<file path="src/rtl/core/ecpr_pkg.sv">
// Shared types and constants for the enhanced clock page replacement block.
// No dependencies; imported by the core and its checker.
package ecpr_pkg;

   localparam int DEF_MAX_FRAMES = 8;
   localparam int DEF_PAGE_COUNT = 64;

   localparam int PAGE_W  = 6;
   localparam int CFG_W   = 4;
   localparam int FCNT_W  = 16;

   localparam logic [CFG_W-1:0]  CFG_RESET = 4'd5;
   localparam logic [FCNT_W-1:0] FCNT_MAX  = '1;

   // pass codes of the victim scan
   localparam logic [1:0] PASS_LAST = 2'd3;

   typedef enum logic [2:0] {
      ST_IDLE,
      ST_SEARCH,
      ST_HIT,
      ST_MISS,
      ST_SCAN,
      ST_EVICT,
      ST_REPLACE,
      ST_DONE
   } state_type;

endpackage

</file>
<file path="src/rtl/core/enhanced_clock_page_replacement.sv">
// Enhanced second-chance clock page replacement core.
// Depends on ecpr_pkg; one module with a registered-read page table.
//
// One page reference per transaction; req_ready is high only while the core is idle.
// A request first walks the filled frames through the page table read port, one frame
// per cycle. A miss with free frames left takes the next free frame. A replacement
// fault then runs the clock scan over the reference and modify bits, one frame per
// cycle; a victim always turns up by the first frame of the fourth pass. The
// result sits in an output register, so the next request is accepted while an earlier
// result waits; a finished transaction only stalls while that register is still full.
module enhanced_clock_page_replacement
   import ecpr_pkg::*;
#(
   parameter int MAX_FRAMES = DEF_MAX_FRAMES,
   parameter int PAGE_COUNT = DEF_PAGE_COUNT,
   localparam int FW = $clog2(MAX_FRAMES),
   localparam int CW = $clog2(MAX_FRAMES + 1)
) (
   input  logic                clock,
   input  logic                reset,
   input  logic                csr_wr_en,
   input  logic [CFG_W-1:0]    csr_wr_data,
   input  logic                req_valid,
   output logic                req_ready,
   input  logic [PAGE_W-1:0]   req_page,
   input  logic                req_is_write,
   output logic                rsp_valid,
   input  logic                rsp_ready,
   output logic                rsp_hit,
   output logic                rsp_fault,
   output logic [FW-1:0]       rsp_frame,
   output logic [PAGE_W-1:0]   rsp_evicted_page,
   output logic                rsp_evicted_dirty,
   output logic [FCNT_W-1:0]   rsp_fault_total
);

   localparam int AW        = (CW > CFG_W) ? CW : CFG_W;
   localparam int PAGE_SPAN = 2 ** PAGE_W;

   // page number wrap, worked out at elaboration
   logic [PAGE_W-1:0] page_wrap [PAGE_SPAN];
   for (genvar g = 0; g < PAGE_SPAN; g++) begin : g_wrap
      assign page_wrap[g] = PAGE_W'(g % PAGE_COUNT);
   end

   // page table memory
   logic [PAGE_W-1:0] mem [MAX_FRAMES];
   logic              mem_we;
   logic [FW-1:0]     mem_waddr;
   logic [PAGE_W-1:0] rd_data_ff;

   // control state
   state_type          state_ff, state_in;
   logic [CFG_W-1:0]   cfg_ff, cfg_in;
   logic               ref_ff [MAX_FRAMES];
   logic               ref_in [MAX_FRAMES];
   logic               dirty_ff [MAX_FRAMES];
   logic               dirty_in [MAX_FRAMES];
   logic [CW-1:0]      filled_ff, filled_in;
   logic [FW-1:0]      hand_ff, hand_in;
   logic [FCNT_W-1:0]  fcnt_ff, fcnt_in;
   logic               rsp_valid_ff, rsp_valid_in;

   // per-transaction working registers
   logic [PAGE_W-1:0]  page_ff, page_in;
   logic               wr_ff, wr_in;
   logic [CW-1:0]      n_ff, n_in;
   logic [CW-1:0]      used_ff, used_in;
   logic [CW-1:0]      idx_ff, idx_in;
   logic               cmp_vld_ff, cmp_vld_in;
   logic [FW-1:0]      cmp_idx_ff, cmp_idx_in;
   logic [CW-1:0]      cnt_ff, cnt_in;
   logic [1:0]         pass_ff, pass_in;
   logic [FW-1:0]      start_ff, start_in;
   logic [FW-1:0]      frame_ff, frame_in;
   logic               hit_ff, hit_in;
   logic               fault_ff, fault_in;
   logic [PAGE_W-1:0]  ev_page_ff, ev_page_in;
   logic               ev_dirty_ff, ev_dirty_in;

   // result register
   logic               rsp_hit_ff, rsp_hit_in;
   logic               rsp_fault_ff, rsp_fault_in;
   logic [FW-1:0]      rsp_frame_ff, rsp_frame_in;
   logic [PAGE_W-1:0]  rsp_ev_page_ff, rsp_ev_page_in;
   logic               rsp_ev_dirty_ff, rsp_ev_dirty_in;
   logic [FCNT_W-1:0]  rsp_ftot_ff, rsp_ftot_in;

   // shared scan helpers
   logic [AW-1:0]  cfg_wide;
   logic [CW-1:0]  n_now;
   logic [FW-1:0]  sidx;
   logic [CW-1:0]  idx_inc;
   logic [FW-1:0]  idx_wrap;
   logic           scan_found;
   logic           scan_last;
   logic           slot_free;

   assign cfg_wide = AW'(cfg_ff);
   always_comb begin
      if (cfg_ff == '0) begin
         n_now = CW'(1);
      end else if (cfg_wide > AW'(MAX_FRAMES)) begin
         n_now = CW'(MAX_FRAMES);
      end else begin
         n_now = CW'(cfg_wide);
      end
   end

   assign sidx       = idx_ff[FW-1:0];
   assign idx_inc    = idx_ff + CW'(1);
   assign idx_wrap   = (idx_inc == n_ff) ? '0 : idx_inc[FW-1:0];
   assign scan_found = !ref_ff[sidx] && (dirty_ff[sidx] == pass_ff[0]);
   assign scan_last  = (cnt_ff == n_ff - CW'(1));
   assign slot_free  = !rsp_valid_ff || rsp_ready;

   // next state
   always_comb begin
      state_in = state_ff;
      unique case (state_ff)
         ST_IDLE: begin
            if (req_valid) state_in = ST_SEARCH;
         end
         ST_SEARCH: begin
            if (cmp_vld_ff && rd_data_ff == page_ff) begin
               state_in = ST_HIT;
            end else if (!cmp_vld_ff && idx_ff == used_ff) begin
               state_in = ST_MISS;
            end
         end
         ST_HIT: begin
            state_in = ST_DONE;
         end
         ST_MISS: begin
            state_in = (filled_ff < n_ff) ? ST_DONE : ST_SCAN;
         end
         ST_SCAN: begin
            if (scan_found) begin
               state_in = ST_REPLACE;
            end else if (pass_ff == PASS_LAST && scan_last) begin
               state_in = ST_EVICT;
            end
         end
         ST_EVICT: begin
            state_in = ST_REPLACE;
         end
         ST_REPLACE: begin
            state_in = ST_DONE;
         end
         ST_DONE: begin
            if (slot_free) state_in = ST_IDLE;
         end
         default: state_in = ST_IDLE;
      endcase
   end

   // datapath and outputs
   always_comb begin
      cfg_in          = csr_wr_en ? csr_wr_data : cfg_ff;
      ref_in          = ref_ff;
      dirty_in        = dirty_ff;
      filled_in       = filled_ff;
      hand_in         = hand_ff;
      fcnt_in         = fcnt_ff;
      page_in         = page_ff;
      wr_in           = wr_ff;
      n_in            = n_ff;
      used_in         = used_ff;
      idx_in          = idx_ff;
      cmp_vld_in      = cmp_vld_ff;
      cmp_idx_in      = cmp_idx_ff;
      cnt_in          = cnt_ff;
      pass_in         = pass_ff;
      start_in        = start_ff;
      frame_in        = frame_ff;
      hit_in          = hit_ff;
      fault_in        = fault_ff;
      ev_page_in      = ev_page_ff;
      ev_dirty_in     = ev_dirty_ff;
      mem_we          = 1'b0;
      mem_waddr       = sidx;
      rsp_hit_in      = rsp_hit_ff;
      rsp_fault_in    = rsp_fault_ff;
      rsp_frame_in    = rsp_frame_ff;
      rsp_ev_page_in  = rsp_ev_page_ff;
      rsp_ev_dirty_in = rsp_ev_dirty_ff;
      rsp_ftot_in     = rsp_ftot_ff;
      rsp_valid_in    = rsp_valid_ff && !rsp_ready;
      req_ready       = 1'b0;

      unique case (state_ff)
         ST_IDLE: begin
            req_ready   = 1'b1;
            page_in     = page_wrap[req_page];
            wr_in       = req_is_write;
            n_in        = n_now;
            used_in     = (filled_ff < n_now) ? filled_ff : n_now;
            idx_in      = '0;
            cmp_vld_in  = 1'b0;
            hit_in      = 1'b0;
            fault_in    = 1'b0;
            ev_page_in  = '0;
            ev_dirty_in = 1'b0;
         end
         ST_SEARCH: begin
            // read of idx issued this cycle, compare of the previous read
            if (cmp_vld_ff && rd_data_ff == page_ff) begin
               frame_in = cmp_idx_ff;
               hit_in   = 1'b1;
            end else if (idx_ff != used_ff) begin
               cmp_vld_in = 1'b1;
               cmp_idx_in = sidx;
               idx_in     = idx_inc;
            end else begin
               cmp_vld_in = 1'b0;
            end
         end
         ST_HIT: begin
            ref_in[frame_ff]   = 1'b1;
            dirty_in[frame_ff] = dirty_ff[frame_ff] | wr_ff;
         end
         ST_MISS: begin
            if (filled_ff < n_ff) begin
               frame_in            = filled_ff[FW-1:0];
               mem_we              = 1'b1;
               mem_waddr           = filled_ff[FW-1:0];
               ref_in[filled_ff[FW-1:0]]   = 1'b1;
               dirty_in[filled_ff[FW-1:0]] = wr_ff;
               filled_in           = filled_ff + CW'(1);
            end else begin
               fault_in = 1'b1;
               if (fcnt_ff != FCNT_MAX) fcnt_in = fcnt_ff + FCNT_W'(1);
               start_in = (CW'(hand_ff) < n_ff) ? hand_ff : '0;
               idx_in   = (CW'(hand_ff) < n_ff) ? CW'(hand_ff) : '0;
               cnt_in   = '0;
               pass_in  = '0;
            end
         end
         ST_SCAN: begin
            if (!scan_found) begin
               // odd passes strip the second chance as they go
               if (pass_ff[0]) ref_in[sidx] = 1'b0;
               if (pass_ff == PASS_LAST && scan_last) begin
                  idx_in = CW'(start_ff);
               end else begin
                  idx_in = CW'(idx_wrap);
                  if (scan_last) begin
                     cnt_in  = '0;
                     pass_in = pass_ff + 2'd1;
                  end else begin
                     cnt_in = cnt_ff + CW'(1);
                  end
               end
            end
         end
         ST_EVICT: begin
            // wait for the victim's table read
         end
         ST_REPLACE: begin
            frame_in       = sidx;
            ev_page_in     = rd_data_ff;
            ev_dirty_in    = dirty_ff[sidx];
            mem_we         = 1'b1;
            mem_waddr      = sidx;
            ref_in[sidx]   = 1'b1;
            dirty_in[sidx] = wr_ff;
            hand_in        = idx_wrap;
         end
         ST_DONE: begin
            if (slot_free) begin
               rsp_valid_in    = 1'b1;
               rsp_hit_in      = hit_ff;
               rsp_fault_in    = fault_ff;
               rsp_frame_in    = frame_ff;
               rsp_ev_page_in  = ev_page_ff;
               rsp_ev_dirty_in = ev_dirty_ff;
               rsp_ftot_in     = fcnt_ff;
            end
         end
         default: begin
         end
      endcase
   end

   // page table: one write port, one registered read port
   always_ff @(posedge clock) begin
      if (mem_we) mem[mem_waddr] <= page_ff;
      rd_data_ff <= mem[sidx];
   end

   always_ff @(posedge clock) begin
      if (reset) begin
         state_ff     <= ST_IDLE;
         cfg_ff       <= CFG_RESET;
         filled_ff    <= '0;
         hand_ff      <= '0;
         fcnt_ff      <= '0;
         rsp_valid_ff <= 1'b0;
         for (int i = 0; i < MAX_FRAMES; i++) begin
            ref_ff[i]   <= 1'b0;
            dirty_ff[i] <= 1'b0;
         end
      end else begin
         state_ff     <= state_in;
         cfg_ff       <= cfg_in;
         filled_ff    <= filled_in;
         hand_ff      <= hand_in;
         fcnt_ff      <= fcnt_in;
         rsp_valid_ff <= rsp_valid_in;
         ref_ff       <= ref_in;
         dirty_ff     <= dirty_in;
      end
   end

   always_ff @(posedge clock) begin
      page_ff         <= page_in;
      wr_ff           <= wr_in;
      n_ff            <= n_in;
      used_ff         <= used_in;
      idx_ff          <= idx_in;
      cmp_vld_ff      <= cmp_vld_in;
      cmp_idx_ff      <= cmp_idx_in;
      cnt_ff          <= cnt_in;
      pass_ff         <= pass_in;
      start_ff        <= start_in;
      frame_ff        <= frame_in;
      hit_ff          <= hit_in;
      fault_ff        <= fault_in;
      ev_page_ff      <= ev_page_in;
      ev_dirty_ff     <= ev_dirty_in;
      rsp_hit_ff      <= rsp_hit_in;
      rsp_fault_ff    <= rsp_fault_in;
      rsp_frame_ff    <= rsp_frame_in;
      rsp_ev_page_ff  <= rsp_ev_page_in;
      rsp_ev_dirty_ff <= rsp_ev_dirty_in;
      rsp_ftot_ff     <= rsp_ftot_in;
   end

   assign rsp_valid         = rsp_valid_ff;
   assign rsp_hit           = rsp_hit_ff;
   assign rsp_fault         = rsp_fault_ff;
   assign rsp_frame         = rsp_frame_ff;
   assign rsp_evicted_page  = rsp_ev_page_ff;
   assign rsp_evicted_dirty = rsp_ev_dirty_ff;
   assign rsp_fault_total   = rsp_ftot_ff;

endmodule

</file>
<file path="config.mk">
export PLATFORM = sky130hd
export DESIGN_NAME = enhanced_clock_page_replacement
export DESIGN_NICKNAME = d
export VERILOG_FILES = /design/src/rtl/core/ecpr_pkg.sv /design/src/rtl/core/enhanced_clock_page_replacement.sv
export SDC_FILE = /design/constraint.sdc
export NUM_CORES = 1
export LEC_CHECK = 0
export BUFFER_PORTS_ARGS = -buffer_cell sky130_fd_sc_hd__clkbuf_2
export CORE_MARGIN = 2
export CORE_UTILIZATION = 55
export CTS_CLUSTER_DIAMETER = 50
export DETAILED_ROUTE_END_ITERATION = 10
export PLACE_DENSITY = 0.77
export SYNTH_ARGS = -nofsm -noshare
export SYNTH_HDL_FRONTEND = slang
export SYNTH_SLANG_ARGS = --single-unit
</file>
<file path="constraint.sdc">
create_clock -name clock -period 2.23 [get_ports clock]
set_clock_uncertainty 0.05 [all_clocks]
set_input_delay 0.3345 -clock clock [delete_from_list [all_inputs] [get_ports clock]]
set_output_delay 0.3345 -clock clock [all_outputs]
set_load 0.02 [all_outputs]
</file>
# Yosys cells after proc, flatten, opt, wreduce, memory -nomap -nowiden
# Memories as Yosys holds them, arrays and structs flattened. A register that Yosys moved wholly into a read port is not among the register bits.
# Cells that the tools add are included.
# op_classes
n_addsub	6
n_lt_le_gt_ge	10
n_eq_ne	28
mux	74
bitwise	12
reduce_logical	39
# ops
op	n
$mux 4	11
$mux 3	13
$mux 8	4
$pmux 8 s4	1
$bwmux 8	3
$or 8x8->8	3
$pmux 8 s3	1
$ne 2x2->1 const B	11
$pmux 3 s7	1
$mux 1	19
$add 16x1->16 const B	1
$ne 16x16->1 const B	1
$pmux 4 s4	1
$reduce_and 2->1	7
$add 4x1->4 const B	3
$eq 3x3->1 const B	4
$eq 4x4->1	3
$ge 4x4->1 const B	3
$lt 4x1->1 const B	3
$not 3->4	3
$pmux 6 s2	1
$reduce_and 4->1	3
$mux 2	5
$pmux 1 s2	5
other kinds (33)	59
# totals
ff_bits	113
mem_bits_rw	48
mem_bits_ro	384
in_bits	16
out_inout_bits	30
elab_cells	213
memories	2
# mem_list
memory	depth	width	rd	rd_ports_with_merged_regs	write_ports	line_no	rtl
(no name shown)	64	6	1	1	0	enhanced_clock_page_replacement.sv:194	page_in = page_wrap[req_page];
mem	8	6	1	1	1	enhanced_clock_page_replacement.sv:47	logic [PAGE_W-1:0] mem [MAX_FRAMES];

# Longest topological paths before layout
# Gate-level depths: netlist of the first run.
# depth
depth_word	10
depth_mapped	9
depth_no_buf	8

# Least setup slack after synthesis of the first run
# Ideal clock, no wire load.
# synth_timing
path_type	register -> register
startpoint	register state_ff[0]
endpoint	register rsp_ev_dirty_ff, in the netlist rsp_evicted_dirty, enable pin
arrival_ns	1.891
required_ns	1.762
path_slack_ns	-0.128
stages_incl_launch_ff	4
path_buffers	1
period_less_slack_ns	2.358
path_cell_list	dfxtp_1 buf_2 nand3_1 nor2b_1
# synth_between
elab_chain_len	2
# synth_rtl
item	line_no	rtl
start, declared	enhanced_clock_page_replacement.sv:53	state_type state_ff, state_in;
start signal, assigned	enhanced_clock_page_replacement.sv:304	state_ff <= state_in;
$eq 3x3->1	enhanced_clock_page_replacement.sv:191	unique case (state_ff)
$reduce_and 2->1 (no line)	--	
end signal, assigned	enhanced_clock_page_replacement.sv:335	rsp_ev_dirty_ff <= rsp_ev_dirty_in;
end, declared	enhanced_clock_page_replacement.sv:86	logic rsp_ev_dirty_ff, rsp_ev_dirty_in;
# No other way between the ends.
# A chain may end at the register's enable or synchronous reset.

# Worst setup path after layout of the first run
# layout_timing
startpoint	register idx_ff[1]
endpoint	register pass_ff[1], enable pin
# layout_between
elab_chain_len	8
word_cells_on_any_way	12
cone_classes	eq/ne: 2; mux: 6; bitwise: 1; reduce/logical: 3
# layout_rtl
item	line_no	rtl
start, declared	enhanced_clock_page_replacement.sv:69	logic [CW-1:0] idx_ff, idx_in;
start signal, assigned	enhanced_clock_page_replacement.sv:320	idx_ff <= idx_in;
$not 3->4 (implied by the code) (*)	enhanced_clock_page_replacement.sv:113	assign scan_found = !ref_ff[sidx] && (dirty_ff[sidx] == pass_ff[0]);
$bmux 1 s3	enhanced_clock_page_replacement.sv:113	
$mux 1 (implied by the code) (2 in a row)	enhanced_clock_page_replacement.sv:113	
$eq 1x1->1 / $logic_not 1->1 (equally long branches)	enhanced_clock_page_replacement.sv:113	
$logic_and 1x1->1 (*)	enhanced_clock_page_replacement.sv:113	
$ne 2x2->1 (no line) (*)	--	
$reduce_and 5->1 (no line) (*)	--	
end signal, assigned	enhanced_clock_page_replacement.sv:324	pass_ff <= pass_in;
end, declared	enhanced_clock_page_replacement.sv:73	logic [1:0] pass_ff, pass_in;
# Every way passes the cells marked *; elsewhere a longest branch is shown, timed or not. The select of a mux whose other input is x is not followed.

==> impl_metrics.py, run 1 <==
metrics = {
    "outcome": {
        "status": "finished, violations left",
        "violations": "negative setup slack",
    },
    "setup_path": {
        "crit_chain": "mux4_2 -> mux2_4 -> xnor2_4 -> nand2_1 -> o22ai_2 -> nor3b_2",
        "required_ns": 2.30,
        "r2r_end": "pass_ff[1]$_SDFFCE_PN0P_",
        "crit_path_end_kind": "register",
        "crit_path_start_kind": "register",
        "slowest_stage": "mux4_2",
        "reg2reg_from": "idx_ff[1]$_DFFE_PP_",
        "crit_arrival_ns": 2.36,
        "r2r_setup_slack_ns": -0.07,
        "reg2regPathDepth": 6,
        "cp_max_fo": 3,
        "path_class": "register to register",
        "slowest_delay_ns": 0.53,
    },
    "place": {
        "hpwl_um": 12900,
        "place_ws_ns": -0.0789,
        "placement.cell_area_mm2": 0.00865,
        "port_buffers": 45,
        "finalWeightedCongestion": 0.942,
    },
    "cells_and_area": {
        "drive_gt1_share_pct": 24.6,
        "area_growth_pct": 19.0,
        "fin_area_mm2": 0.00941,
        "diodes": 0,
        "nets": 802,
        "final_core_util_pct": 67.3,
    },
    "sta": {
        "setup_slack_ns": -0.0664,
        "fmax_mhz": 435,
        "hold_viol": 0,
        "finalSetupViolCount": 6,
        "rsz0062_at_grt": "yes",
        "tns_ns": -0.263,
        "min_period_ns": 2.30,
        "fin_hold_ws_ns": 0.0249,
        "slew_headroom_pct": 61.0,
        "finalMaxSlewViolations": 0,
        "worst_pin_slew_ns": 0.581,
        "min_period_over_period_pct": 103,
    },
    "drt": {
        "drtIter0Drc": 501,
        "drt-wirelength-per-cell_um": 19.3,
        "routed-via-count": 5881,
        "drcViolationCount": 0,
        "vias_per_cell": 6.09,
        "drt_first_pass_iters": 5,
        "drt.antenna.violating_nets": 0,
        "drt-total-wl_um": 18600,
    },
    "worst_hold_path": {
        "hold_end": "page_ff[0]$_DFFE_PP_",
        "hold_depth": 1,
        "min_path_type": "primary input to register",
        "hold_path.startpoint": "req_page[0]",
    },
    "floorplan": {
        "dieArea_mm2": 0.0154,
        "ioPinCount": 46,
        "core-area_mm2": 0.0140,
        "die-width_um": 124,
        "row_count": 43,
        "die_height_um": 124,
        "start_util_pct": 56.5,
    },
    "synthesis": {
        "syn_area_mm2": 0.00791,
        "syn-num-nets": 703,
        "synth_cell_types": 73,
        "yosys_warnings": 0,
        "synthDominantCellAreaShare_pct": 45.6,
        "netlist_top_cells_area": "edfxtp_1 (46%), dfxtp_1 (13%), nor2_1 (2.8%)",
        "synth_ff_type": "edfxtp_1",
        "synth_cells": 673,
        "synth-edff-count": 120,
        "syn_avg_cell_area_um2": 11.8,
        "async_reset_ff_share_pct": 0,
        "ys_seq_elements": 173,
        "yosysTopAreaCell": "edfxtp_1",
        "yosysSeqAreaShare_pct": 59.0,
    },
    "global_routing": {
        "grt.total_usage_pct": 25.4,
        "grt_pass1_wl_um": 29200,
        "grt-ovfl-total": 0,
        "antenna_found_initial": 0,
        "grt_max_degree": 26,
        "grt_pass1_vias": 5710,
    },
    "pwr": {
        "seq_power_share_pct": 42.6,
        "combPwrFrac_pct": 30.8,
        "ir_drop_mv": 1.17,
        "p_sw_share_pct": 32.8,
        "cellPowerDensity_mw_per_mm2": 1140,
        "p_leak_uw": 0.00347,
        "netSwitchingPower_uw": 3530,
        "power.share.clock_pct": 26.6,
        "p_int_uw": 7240,
    },
    "clock_network": {
        "root_buffer": "clkbuf_16",
        "clk_pin_slew_ns": 0.06,
        "clock_path_buffers": 2,
        "cts_hold_buf": 0,
        "h-tree-depth": 4,
        "cts_tree": "yes",
        "cts_inserted_buffers": 17,
        "clk_latency_ns": 0.43,
        "clock_sinks": 173,
    },
    "job": {
        "drv_cap": 0,
    },
}
[cell usage in the layout (no fill, tap or decap), drive strengths merged, types with 10 or more instances in the layout]
| cell | count |
|---|---|
| edfxtp | 120 |
| buf | 70 |
| clkbuf | 67 |
| nor2 | 61 |
| dfxtp | 53 |
| nand2 | 47 |
| o21ai | 38 |
| a21oi | 35 |
| nand3 | 22 |
| xnor2 | 20 |
| nor3 | 18 |
| inv | 17 |
| nor2b | 15 |
| ha | 14 |
| a22oi | 14 |
| and2 | 13 |
| mux2i | 11 |
| nand4 | 10 |
| and3 | 10 |
| or3 | 10 |
| mux2 | 10 |
| a21o | 10 |
[critical path: cells and delay by family, from the launching register on]
family	cells	cell delay (ns)
multiplexers	2	0.85
flip-flops	1	0.43
AO/OA/AOI/OAI	1	0.12
AND/OR/NAND/NOR	2	0.38
XOR/XNOR	1	0.15
[synthesized netlist by cell type (6+ instances only)]
cell      count
nand4_1      10
mux2i_1      11
nand2_1      47
o21ai_0      26
ha_1         14
a22oi_1      14
edfxtp_1    120
nand2b_1      6
a21o_1        9
buf_2        11
nor2b_1      15
inv_1        16
clkbuf_1     18
o21ai_1      11
xnor2_1      19
nor3_1       16
a21oi_1      34
dfxtp_1      53
nand3_1      20
and3_1        9
a32o_1        8
nor2_1       60
o22ai_1       7
xor2_1        8
and2_1       12
a221oi_1      7
or3_1         9
o31ai_1       6
mux2_2        9
[power groups by stage]
stage          clock network [uW]  registers (uW)  logic [uW]
2_1_floorplan                   0            4520        2050
3_3_place_gp                    0            4620        2940
3_5_place_dp                    0            4640        3040
4_1_cts                      2900            4570        3110
5_1_grt                      3030            4640        3590
6_report                     2870            4590        3320
[state kept, by name, summed over array words and instances, names as in the netlist, 2 cells and up, named ones only]
register,cells
mem,48
fcnt_ff,16
rsp_fault_total,16
ref_ff,8
ev_page_ff,6
page_ff,6
rd_data_ff,6
rsp_evicted_page,6
cfg_ff,4
cnt_ff,4
filled_ff,4
idx_ff,4
n_ff,4
used_ff,4
cmp_idx_ff,3
frame_ff,3
hand_ff,3
rsp_frame,3
start_ff,3
state_ff,3
pass_ff,2
[per-stage QoR]
| step | instances | power, uW |
|---|---|---|
| after floorplan | 673 | 6570 |
| after global placement | 926 | 7560 |
| after detailed placement | 926 | 7680 |
| after CTS | 960 | 10600 |
| after global routing | 965 | 11300 |
| final | 965 | 10800 |
[final cells by class]
class / count / area (um^2)
multi-input combinational: 448 / 3120
clock inverter: 10 / 116
clock buffer: 22 / 454
tap: 180 / 225
inverter: 17 / 66.3
timing repair buffer: 115 / 763
sequential: 173 / 4660
fill: 1023 / 4580
[how the worst max path moves through the flow]
stage / from / cells after the start / slack [ns] / endpoint
floorplan: n_ff[3]$_DFFE_PP_ / 7 / -0.003 / mem[7][0]$_DFFE_PP_
finish: idx_ff[1]$_DFFE_PP_ / 6 / -0.07 / pass_ff[1]$_SDFFCE_PN0P_
CTS: idx_ff[1]$_DFFE_PP_ / 5 / -0.03 / idx_ff[1]$_DFFE_PP_
global placement: idx_ff[1]$_DFFE_PP_ / 6 / 0.005 / pass_ff[1]$_SDFFCE_PN0P_
global route: idx_ff[1]$_DFFE_PP_ / 5 / -0.13 / idx_ff[3]$_DFFE_PP_
detailed placement: idx_ff[1]$_DFFE_PP_ / 6 / -0.08 / pass_ff[1]$_SDFFCE_PN0P_
[logic make-up after synthesis]
| group | after synthesis | synth area share (%) |
|---|---|---|
| AND/OR/NAND/NOR | 229 | 14.9 |
| adder cells (fa/ha/maj) | 14 | 2.21 |
| buffers and inverters | 53 | 3.26 |
| XOR/XNOR | 30 | 3.78 |
| flip-flops | 173 | 59.0 |
| AO/OA/AOI/OAI | 150 | 13.1 |
| multiplexers | 24 | 3.72 |
[timing repair]
action                                  4_1_cts  5_1_grt
cloned                                        0        1
endpoints found under the setup margin       28       85
buffers inserted                              2        4
gates resized for setup                       7       25
pin swaps                                     1        7
[layer usage]
layer  track usage, %  vias up  wire [um]
met5                0        -          0
met4             9.48        0        382
met3             5.77       35       1180
met2             42.3      260       9280
met1             32.5     2874       7770
li1                 -     2712          -
No activity file was read; power rests on OpenSTA's default activity.
==> run 2: changes to the inputs <==
--- a/config.mk
+++ b/config.mk
@@ -7,10 +7,11 @@
 export LEC_CHECK = 0
 export BUFFER_PORTS_ARGS = -buffer_cell sky130_fd_sc_hd__clkbuf_2
 export CORE_MARGIN = 2
-export CORE_UTILIZATION = 55
+export CORE_UTILIZATION = 57
+export CTS_BUF_LIST = sky130_fd_sc_hd__clkbuf_4 sky130_fd_sc_hd__clkbuf_8
 export CTS_CLUSTER_DIAMETER = 50
 export DETAILED_ROUTE_END_ITERATION = 10
-export PLACE_DENSITY = 0.77
+export PLACE_DENSITY = 0.79
 export SYNTH_ARGS = -nofsm -noshare
 export SYNTH_HDL_FRONTEND = slang
 export SYNTH_SLANG_ARGS = --single-unit
==> impl_metrics.py, run 2 (synthesis gave the netlist of run 1 again) <==
metrics = {
    "worst_hold_path": {
        "min_path_type": "primary input to register",
        "hold_path.startpoint": "csr_wr_data[2]",
        "hold_depth": 2,
        "hold_end": "cfg_ff[2]$_SDFFE_PP1P_",
    },
    "place": {
        "hpwl_um": 12800,
        "port_buffers": 45,
        "finalWeightedCongestion": 0.895,
    },
    "sta": {
        "finalMaxSlewViolations": 0,
        "fin_hold_ws_ns": 0.0291,
        "fmax_mhz": 441,
        "setup_slack_ns": -0.0377,
        "finalSetupViolCount": 6,
        "rsz0062_at_grt": "yes",
        "slew_headroom_pct": 59.2,
        "hold_viol": 0,
        "worst_pin_slew_ns": 0.607,
        "min_period_ns": 2.27,
        "min_period_over_period_pct": 102,
        "tns_ns": -0.183,
    },
    "global_routing": {
        "grt_pass1_wl_um": 29000,
        "grt.total_usage_pct": 25.8,
        "antenna_found_initial": 0,
        "grt_pass1_vias": 5623,
        "grt_max_degree": 33,
        "grt-ovfl-total": 0,
    },
    "drt": {
        "drt-wirelength-per-cell_um": 19.2,
        "drt-total-wl_um": 18800,
        "drtIter0Drc": 740,
        "drcViolationCount": 1,
        "routed-via-count": 5960,
        "drt_first_pass_iters": 11,
        "vias_per_cell": 6.09,
        "drt.antenna.violating_nets": 0,
    },
    "pwr": {
        "p_int_uw": 6570,
        "netSwitchingPower_uw": 3520,
        "p_leak_uw": 0.00345,
        "cellPowerDensity_mw_per_mm2": 1070,
        "seq_power_share_pct": 45.3,
        "power.total_uw": 10100,
        "ir_drop_mv": 0.622,
        "combPwrFrac_pct": 34.6,
        "power.share.clock_pct": 20.1,
        "p_sw_share_pct": 34.9,
    },
    "clock_network": {
        "h-tree-depth": 4,
        "cts_tree": "yes",
        "root_buffer": "clkbuf_8",
        "clk_latency_ns": 0.47,
        "clk_pin_slew_ns": 0.09,
        "cts_inserted_buffers": 17,
        "clock_path_buffers": 2,
        "clock_sinks": 173,
    },
    "cells_and_area": {
        "multiInputGateArea_mm2": 0.00317,
        "mostFrequentLayoutCells": "edfxtp_1 (120), buf_4 (71), nor2_1 (57)",
        "diodes": 0,
        "nets": 816,
        "largest_register": "mem",
        "largest_reg_flops": 48,
        "layout_commonest_cell": "edfxtp_1",
        "drive_gt1_share_pct": 25.8,
        "area_growth_pct": 18.9,
        "seq_area_mm2": 0.00466,
        "num-fill-cells": 996,
    },
    "setup_path": {
        "reg2reg_from": "idx_ff[1]$_DFFE_PP_",
        "r2r_end": "idx_ff[3]$_DFFE_PP_",
        "crit_path_start_kind": "register",
        "r2r_setup_slack_ns": -0.04,
        "reg2regPathDepth": 5,
        "required_ns": 2.35,
        "cp_max_fo": 4,
        "crit_arrival_ns": 2.39,
        "crit_path_end_kind": "register",
        "path_class": "register to register",
    },
    "job": {
        "drv_cap": 0,
    },
    "floorplan": {
        "row_count": 43,
        "ioPinCount": 46,
        "dieArea_mm2": 0.0148,
        "core-area_mm2": 0.0137,
        "die-width_um": 122,
        "start_util_pct": 57.6,
        "die_height_um": 122,
    },
    "outcome": {
        "status": "finished, violations left",
        "violations": "design-rule violations, negative setup slack",
    },
}
-- run 2: cell count changes in the layout (fill, tap and decap cells not counted), sizes merged --
cell,before,now
buf,70,76
bufinv,2,0
clkinv,7,2
clkinvlp,1,4
dlygate4sd3,0,7
inv,17,21
nand3,22,23
-- run 2: worst max-delay path, stage by stage (launching register included) --
cell and delay, ns:
edfxtp_1 0.45, mux4_2 0.54, mux2_4 0.31, xnor2_4 0.15
a311oi_2 0.28, a21o_1 0.21
-- run 2: power groups by stage --
| stage | Sequential [uW] | Combinational (uW) | Clock [uW] |
|---|---|---|---|
| 3_3_place_gp | 4620 | 2950 | 0 |
| 6_report | 4570 | 3490 | 2030 |
| 5_1_grt | 4620 | 3770 | 2190 |
| 2_1_floorplan | 4520 | 2050 | 0 |
| 3_5_place_dp | 4650 | 3040 | 0 |
| 4_1_cts | 4570 | 3110 | 2060 |
-- run 2: worst max-delay path by stage --
| stage | startpoint | end |
|---|---|---|
| 5_1_grt | idx_ff[1]$_DFFE_PP_ | idx_ff[0]$_DFFE_PP_ |
| 4_1_cts | idx_ff[1]$_DFFE_PP_ | cnt_ff[3]$_SDFFCE_PP0P_ |
| 3_5_place_dp | idx_ff[1]$_DFFE_PP_ | pass_ff[0]$_SDFFCE_PN0P_ |
| 3_3_place_gp | idx_ff[1]$_DFFE_PP_ | pass_ff[0]$_SDFFCE_PN0P_ |
| 2_1_floorplan | n_ff[3]$_DFFE_PP_ | mem[7][0]$_DFFE_PP_ |
| 6_report | idx_ff[1]$_DFFE_PP_ | idx_ff[3]$_DFFE_PP_ |
-- run 2: area by class of cell --
class / count / area share, %
Clock inverter: 10 / 0.839
Timing Repair Buffer: 128 / 9.69
Clock buffer: 22 / 3.09
Tap cell: 180 / 2.40
Inverter: 17 / 0.679
Sequential cell: 173 / 49.6
Multi-Input combinational cell: 449 / 33.7
-- run 2: stage by stage --
step,setup slack (ns),std cells,instance area (um^2),util [%]
finish,-0.0377,979,9400,68.5
global route,-0.127,979,9400,68.5
CTS,-0.0515,965,9120,66.4
detailed placement,-0.0380,926,8660,63.1
global placement,0.00533,926,8660,63.1
floorplan,-0.00271,673,7910,-
-- run 2: per-layer routing --
metal  up-vias  global-route usage, %  part of all wire (%)
li1       2744                      -                     -
met1      2902                   34.8                    41
met2       279                   42.1                    50
met3        35                   5.99                   7.0
met4         0                   7.69                   1.7
met5         -                      0                     0
-- run 2: timing repair --
| item | CTS | global route |
|---|---|---|
| hold buffers | 7 | 0 |
| endpoints found under the hold margin | 7 | 0 |
| resized for setup | 4 | 33 |
| buffers inserted | 0 | 12 |
| endpoints found under the setup margin | 43 | 87 |
| pin swaps | 0 | 5 |
| cloned | 0 | 2 |
